**src/hdl/stbts_pkg.sv**
```systemverilog
`default_nettype none
// ----------------------------------------------------------------------------
// stbts_pkg: shared types and constants
// Payload structs, configuration layout and operation codes of the sampler.
// ----------------------------------------------------------------------------
package stbts_pkg;

  localparam int unsigned MAX_WIDTH_DEF    = 64;
  localparam int unsigned MAX_HEIGHT_DEF   = 64;
  localparam int unsigned CHANNEL_BITS_DEF = 16;

  localparam int unsigned CFG_IDX_BITS = 3;
  localparam int unsigned Q_DEPTH      = 4;
  localparam int unsigned Q_AW         = 2;

  localparam logic signed [31:0] SCALE_RESET    = 32'sd65536;
  localparam logic signed [31:0] SHIFT_RESET    = 32'sd0;
  localparam logic [6:0]         MAP_SIZE_RESET = 7'd64;

  localparam logic [16:0] ONE_Q16  = 17'd65536;
  // 3 * 2^16, the constant of the (3 - 2f) factor of the smoothstep cubic
  localparam logic [17:0] SMOOTH_K = 18'd196608;

  typedef enum logic [CFG_IDX_BITS-1:0] {
    CFG_SCALE_X    = 3'd0,
    CFG_SCALE_Y    = 3'd1,
    CFG_SHIFT_X    = 3'd2,
    CFG_SHIFT_Y    = 3'd3,
    CFG_MAP_WIDTH  = 3'd4,
    CFG_MAP_HEIGHT = 3'd5
  } cfg_idx_t;

  typedef enum logic {
    MODE_WRITE  = 1'b0,
    MODE_SAMPLE = 1'b1
  } mode_t;

  typedef enum logic {
    OP_WRITE  = 1'b0,
    OP_SAMPLE = 1'b1
  } op_t;

  typedef struct packed {
    logic              mode;
    logic signed [31:0] coord_x;
    logic signed [31:0] coord_y;
    logic [11:0]        texel_address;
    logic [15:0]        texel_red;
    logic [15:0]        texel_green;
    logic [15:0]        texel_blue;
  } in_t;

  typedef struct packed {
    logic [15:0] out_red;
    logic [15:0] out_green;
    logic [15:0] out_blue;
  } out_t;

  typedef struct packed {
    logic signed [31:0] scale_x;
    logic signed [31:0] scale_y;
    logic signed [31:0] shift_x;
    logic signed [31:0] shift_y;
    logic [6:0]         map_width;
    logic [6:0]         map_height;
  } cfg_t;

  // rgb packed as {blue, green, red}
  typedef struct packed {
    op_t                op;
    logic signed [31:0] coord_x;
    logic signed [31:0] coord_y;
    logic [11:0]        addr;
    logic [47:0]        rgb;
  } qitem_t;

endpackage
`default_nettype wire

```
**src/hdl/stbts_front.sv**
```systemverilog
`default_nettype none
// ----------------------------------------------------------------------------
// stbts_front: input acceptance and classification
// Sorts items into texel writes and samples, drops writes beyond the store
// and queues the rest in order for the back end.
// ----------------------------------------------------------------------------
module stbts_front #(
  parameter int unsigned MAX_WIDTH  = stbts_pkg::MAX_WIDTH_DEF,
  parameter int unsigned MAX_HEIGHT = stbts_pkg::MAX_HEIGHT_DEF
) (
  input  wire logic              clk,
  input  wire logic              rst_n,
  input  wire logic              in_valid,
  output logic                   in_stall,
  input  wire stbts_pkg::in_t    in_data,
  output logic                   q_valid,
  input  wire logic              q_ready,
  output stbts_pkg::qitem_t      q_item
);

  localparam int unsigned DEPTH = MAX_WIDTH * MAX_HEIGHT;
  localparam int unsigned AW    = $clog2(DEPTH);
  localparam int unsigned CW1   = (AW > 12 ? AW : 12) + 1;

  stbts_pkg::qitem_t         fifo_r [stbts_pkg::Q_DEPTH];
  logic [stbts_pkg::Q_AW-1:0] wr_ptr_r, rd_ptr_r;
  logic [stbts_pkg::Q_AW:0]   count_r;

  logic [CW1-1:0]    addr_e;
  logic              keep;
  logic              push, pop;
  stbts_pkg::qitem_t item;

  always_comb begin
    addr_e = CW1'(in_data.texel_address);
    item.op      = (in_data.mode == stbts_pkg::MODE_SAMPLE) ? stbts_pkg::OP_SAMPLE
                                                             : stbts_pkg::OP_WRITE;
    item.coord_x = in_data.coord_x;
    item.coord_y = in_data.coord_y;
    item.addr    = in_data.texel_address;
    item.rgb     = {in_data.texel_blue, in_data.texel_green, in_data.texel_red};
    // writes outside the store are accepted and discarded here
    keep = (item.op == stbts_pkg::OP_SAMPLE) || (addr_e < CW1'(DEPTH));
  end

  assign in_stall = (count_r == (stbts_pkg::Q_AW + 1)'(stbts_pkg::Q_DEPTH));
  assign q_valid  = (count_r != '0);
  assign q_item   = fifo_r[rd_ptr_r];
  assign push     = in_valid && !in_stall && keep;
  assign pop      = q_valid && q_ready;

  always_ff @(posedge clk) begin
    if (push) begin
      fifo_r[wr_ptr_r] <= item;
    end
  end

  always_ff @(posedge clk) begin
    if (!rst_n) begin
      wr_ptr_r <= '0;
      rd_ptr_r <= '0;
      count_r  <= '0;
    end else begin
      if (push) wr_ptr_r <= wr_ptr_r + 1'b1;
      if (pop)  rd_ptr_r <= rd_ptr_r + 1'b1;
      case ({push, pop})
        2'b10:   count_r <= count_r + 1'b1;
        2'b01:   count_r <= count_r - 1'b1;
        default: count_r <= count_r;
      endcase
    end
  end

endmodule
`default_nettype wire

```
**config.mk**
```make
export PLATFORM = sky130hd
export DESIGN_NAME = stbts_front
export DESIGN_NICKNAME = d
export VERILOG_FILES = /design/src/hdl/stbts_pkg.sv /design/src/hdl/stbts_front.sv
export SDC_FILE = /design/constraint.sdc
export NUM_CORES = 1
export LEC_CHECK = 0
export ABC_CLOCK_PERIOD_IN_PS = 13890
export BUFFER_PORTS_ARGS = -buffer_cell sky130_fd_sc_hd__buf_2
export CORE_UTILIZATION = 26
export CTS_CLUSTER_SIZE = 8
export DETAILED_ROUTE_END_ITERATION = 10
export SLEW_MARGIN = 20
export SYNTH_ARGS = -nofsm -noshare
export SYNTH_HDL_FRONTEND = slang
export SYNTH_SLANG_ARGS = --single-unit
export TNS_END_PERCENT = 30
```
**constraint.sdc**
```tcl
create_clock -name clk -period 13.89 [get_ports clk]
set_clock_uncertainty 0.1 [all_clocks]
set_input_delay 2.778 -clock clk [delete_from_list [all_inputs] [get_ports clk]]
set_output_delay 2.778 -clock clk [all_outputs]
set_load 0.01 [all_outputs]
```
==> results.txt <==
Cell count after synthesis - 705
Pre-Repair DR Iteration Count - 4
Initial antenna violation count - 11
Leak - 7.53 nW
Clk root buf - clkbuf_16
Buffers on Ports - 255
# fillers - 6,717
Gpl congestion - 0.710
Final Core Density - 32.7%
Placed Instances - 1,883
Ys Warns - 0
WL final - 38,500 µm
Worst setup EP type - output pin
Die height - 269 µm
Pwr Total - 4.40 mW
Status - finished clean
DRC violation count after routing - 0
Main flop type after synthesis - edfxtp_1
First-pass GRT wire length - 56,400 µm
Clock Latency Late Sink - 0.58 ns
Final net count - 1,154
Layout Cells excl Fill - 1,975
Post-CTS sizing - 0
GRT overflow - 0
Die width - 269 µm
Fin crit period - 6.46 ns
Leading area contributor after synthesis - edfxtp_1
Worst VDD drop - 0.108 mV
Initial core utilization - 26.4%
CP required - 11.01 ns
Met2 Track Usage GR - 16.5%
CP arrival - 3.59 ns
Drt first-iter violations - 719
CTS H-tree lvls - 3
Final HPWL DP - 22,900 µm
Mapped Area - 18,500 µm²
Number of flops mapped to enable cells by yosys - 500
Layout cells sized above 1 - 46.6%
CTS sink count - 509
Slew HR - 38.3%
Crit Path Category - reg -> out
Final hold violations - 0
GRT Util Overall - 10.6%
Tcrit/Tclk final - 46.5%
Wire per inst - 19.5 µm
Total number of vias - 8,434
Synth top area cells - edfxtp_1 81%, mux4_2 15%, dfxtp_1 0.97%
Yosys cell types - 21
Slew of the pin with the lowest slew margin - 0.925 ns
Final max-slew violation count - 0
Syn Area/Cell - 26.2 µm²
Fmax - 0.155 GHz
Vias in the first global route - 9,028
Share of the synthesized area in the top cell type - 81.2%
Antenna viol nets, final - 0
Most frequent cell after synthesis - edfxtp_1
CTS tree - done
P&R area growth vs syn - 24.1%
Cts bufs inserted - 74
Worst Hold Class - reg -> reg
Nature of the critical path startpoint - flip-flop
Setup tns final - 0 ns
Hold Buf Count CTS - 0
Post-CTS Setup Inserts - 0
Die area - 72,200 µm²
Met1 usage - 13.1%
GRT busiest layer - met2
RSZ-0062 raised after global routing - false
CP Max Fanout - 39
Synth Register Bits - 509
Post-synth top cells - 500 x edfxtp_1, 125 x mux4_2, 14 x buf_2, 9 x clkbuf_1, 9 x dfxtp_1
Reg clk slew, reported paths - 0.05 ns
Grt met3 use - 4.87%
Syn nets - 840
Power Density - 192 nW/µm²
Max clock buf depth - 3
Number of top-level pins - 256
Core ar. - 70,100 µm²
Max_cap viols - 0
Vias/cell - 4.27
# setup viols final - 0
Seq/Total Area, Yosys - 82.2%
Largest net degree at the start of global routing - 54
Cell row count - 97
Async SR Flop Fraction - 0%
## worst paths after layout
check | end | cells after the start | slack (ns) | startpoint
worst max-delay path | q_item[82] | 4 | 7.43 | flip-flop
worst min-delay path | wr_ptr_r[1]$_SDFFE_PN0P_ | 2 | 0.41 | wr_ptr_r[1]$_SDFFE_PN0P_
worst min register to register | wr_ptr_r[1]$_SDFFE_PN0P_ | 2 | 0.41 | wr_ptr_r[1]$_SDFFE_PN0P_
worst max register to register | fifo_r[3][62]$_DFFE_PP_ | 5 | 10.20 | count_r[0]$_SDFFE_PN0P_
## power by group
| group | internal [mW] | total (mW) | leakage (nW) | switching, mW |
|---|---|---|---|---|
| Sequential | 1.86 | 1.92 | 4.66 | 0.0600 |
| Clock | 1.00 | 1.60 | 1.01 | 0.597 |
| Combinational | 0.420 | 0.879 | 1.86 | 0.460 |
| Total | 3.28 | 4.40 | 7.53 | 1.12 |
## registers in the layout (all words and copies together), names as in the netlist, named ones only
name and flops:
wr_ptr_r 2, count_r 3, rd_ptr_r 2, fifo_r 500
## cell families after synthesis
group                    synth area share (%)
flip-flops                               82.2
multiplexers                             15.3
buffers and inverters                    1.11
AND/OR/NAND/NOR                         0.548
adder cells (fa/ha/maj)                 0.447
AO/OA/AOI/OAI                           0.190
XOR/XNOR                                0.190
## cell usage in the layout (no fill, tap or decap)
cell and count:
edfxtp_1 500, buf_2 255, mux4_2 125, clkbuf_16 77, buf_4 13, dfxtp_1 7, inv_1 6, clkbuf_1 6
nand2_1 5, ha_1 5, and2_4 4, diode_2 3, nor2b_1 3, xnor2_1 3, and2_1 3, or3_1 2
mux2i_1 2, o21ai_0 2, dfxtp_4 2, o31a_1 1, nor3b_1 1, o311ai_0 1, xor2_1 1, a21boi_0 1
fa_1 1, clkinv_16 1, inv_16 1, clkbuf_8 1, bufinv_16 1, clkinv_1 1, clkinv_8 1
## routing by layer
metal | routed length (µm) | vias to the layer above
met4 | 738 | 18
met1 | 15700 | 4393
met5 | 113 | -
met3 | 3930 | 75
met2 | 18100 | 300
li1 | - | 3648
## stage by stage
step / instance area, µm² / hold WS (ns) / worst slack [ns]
finish: 22900 / 0.406 / 7.43
global route: 22900 / 0.442 / 7.06
CTS: 22900 / 0.414 / 7.22
detailed placement: 20900 / 0.407 / 7.76
global placement: 20900 / 0.380 / 7.87
floorplan: 18500 / 0.368 / 7.26
## critical path, stage by stage (launching register included)
cell     delay [ns]
dfxtp_4        0.64
buf_4          0.70
buf_4          0.72
mux4_2         0.65
buf_2          0.17
## cell type report
cell class | count | area (µm²) | share of cell area [%]
diodes | 3 | 7.51 | 0.0327
clock buffers | 84 | 1960 | 8.56
clock inverters | 5 | 100 | 0.436
inverters | 6 | 22.5 | 0.0982
multi-input cells | 160 | 3100 | 13.5
flip-flops and latches | 509 | 15200 | 66.3
well taps | 940 | 1180 | 5.13
repair buffers | 268 | 1370 | 5.99
Power figures use the tool's default switching activity.
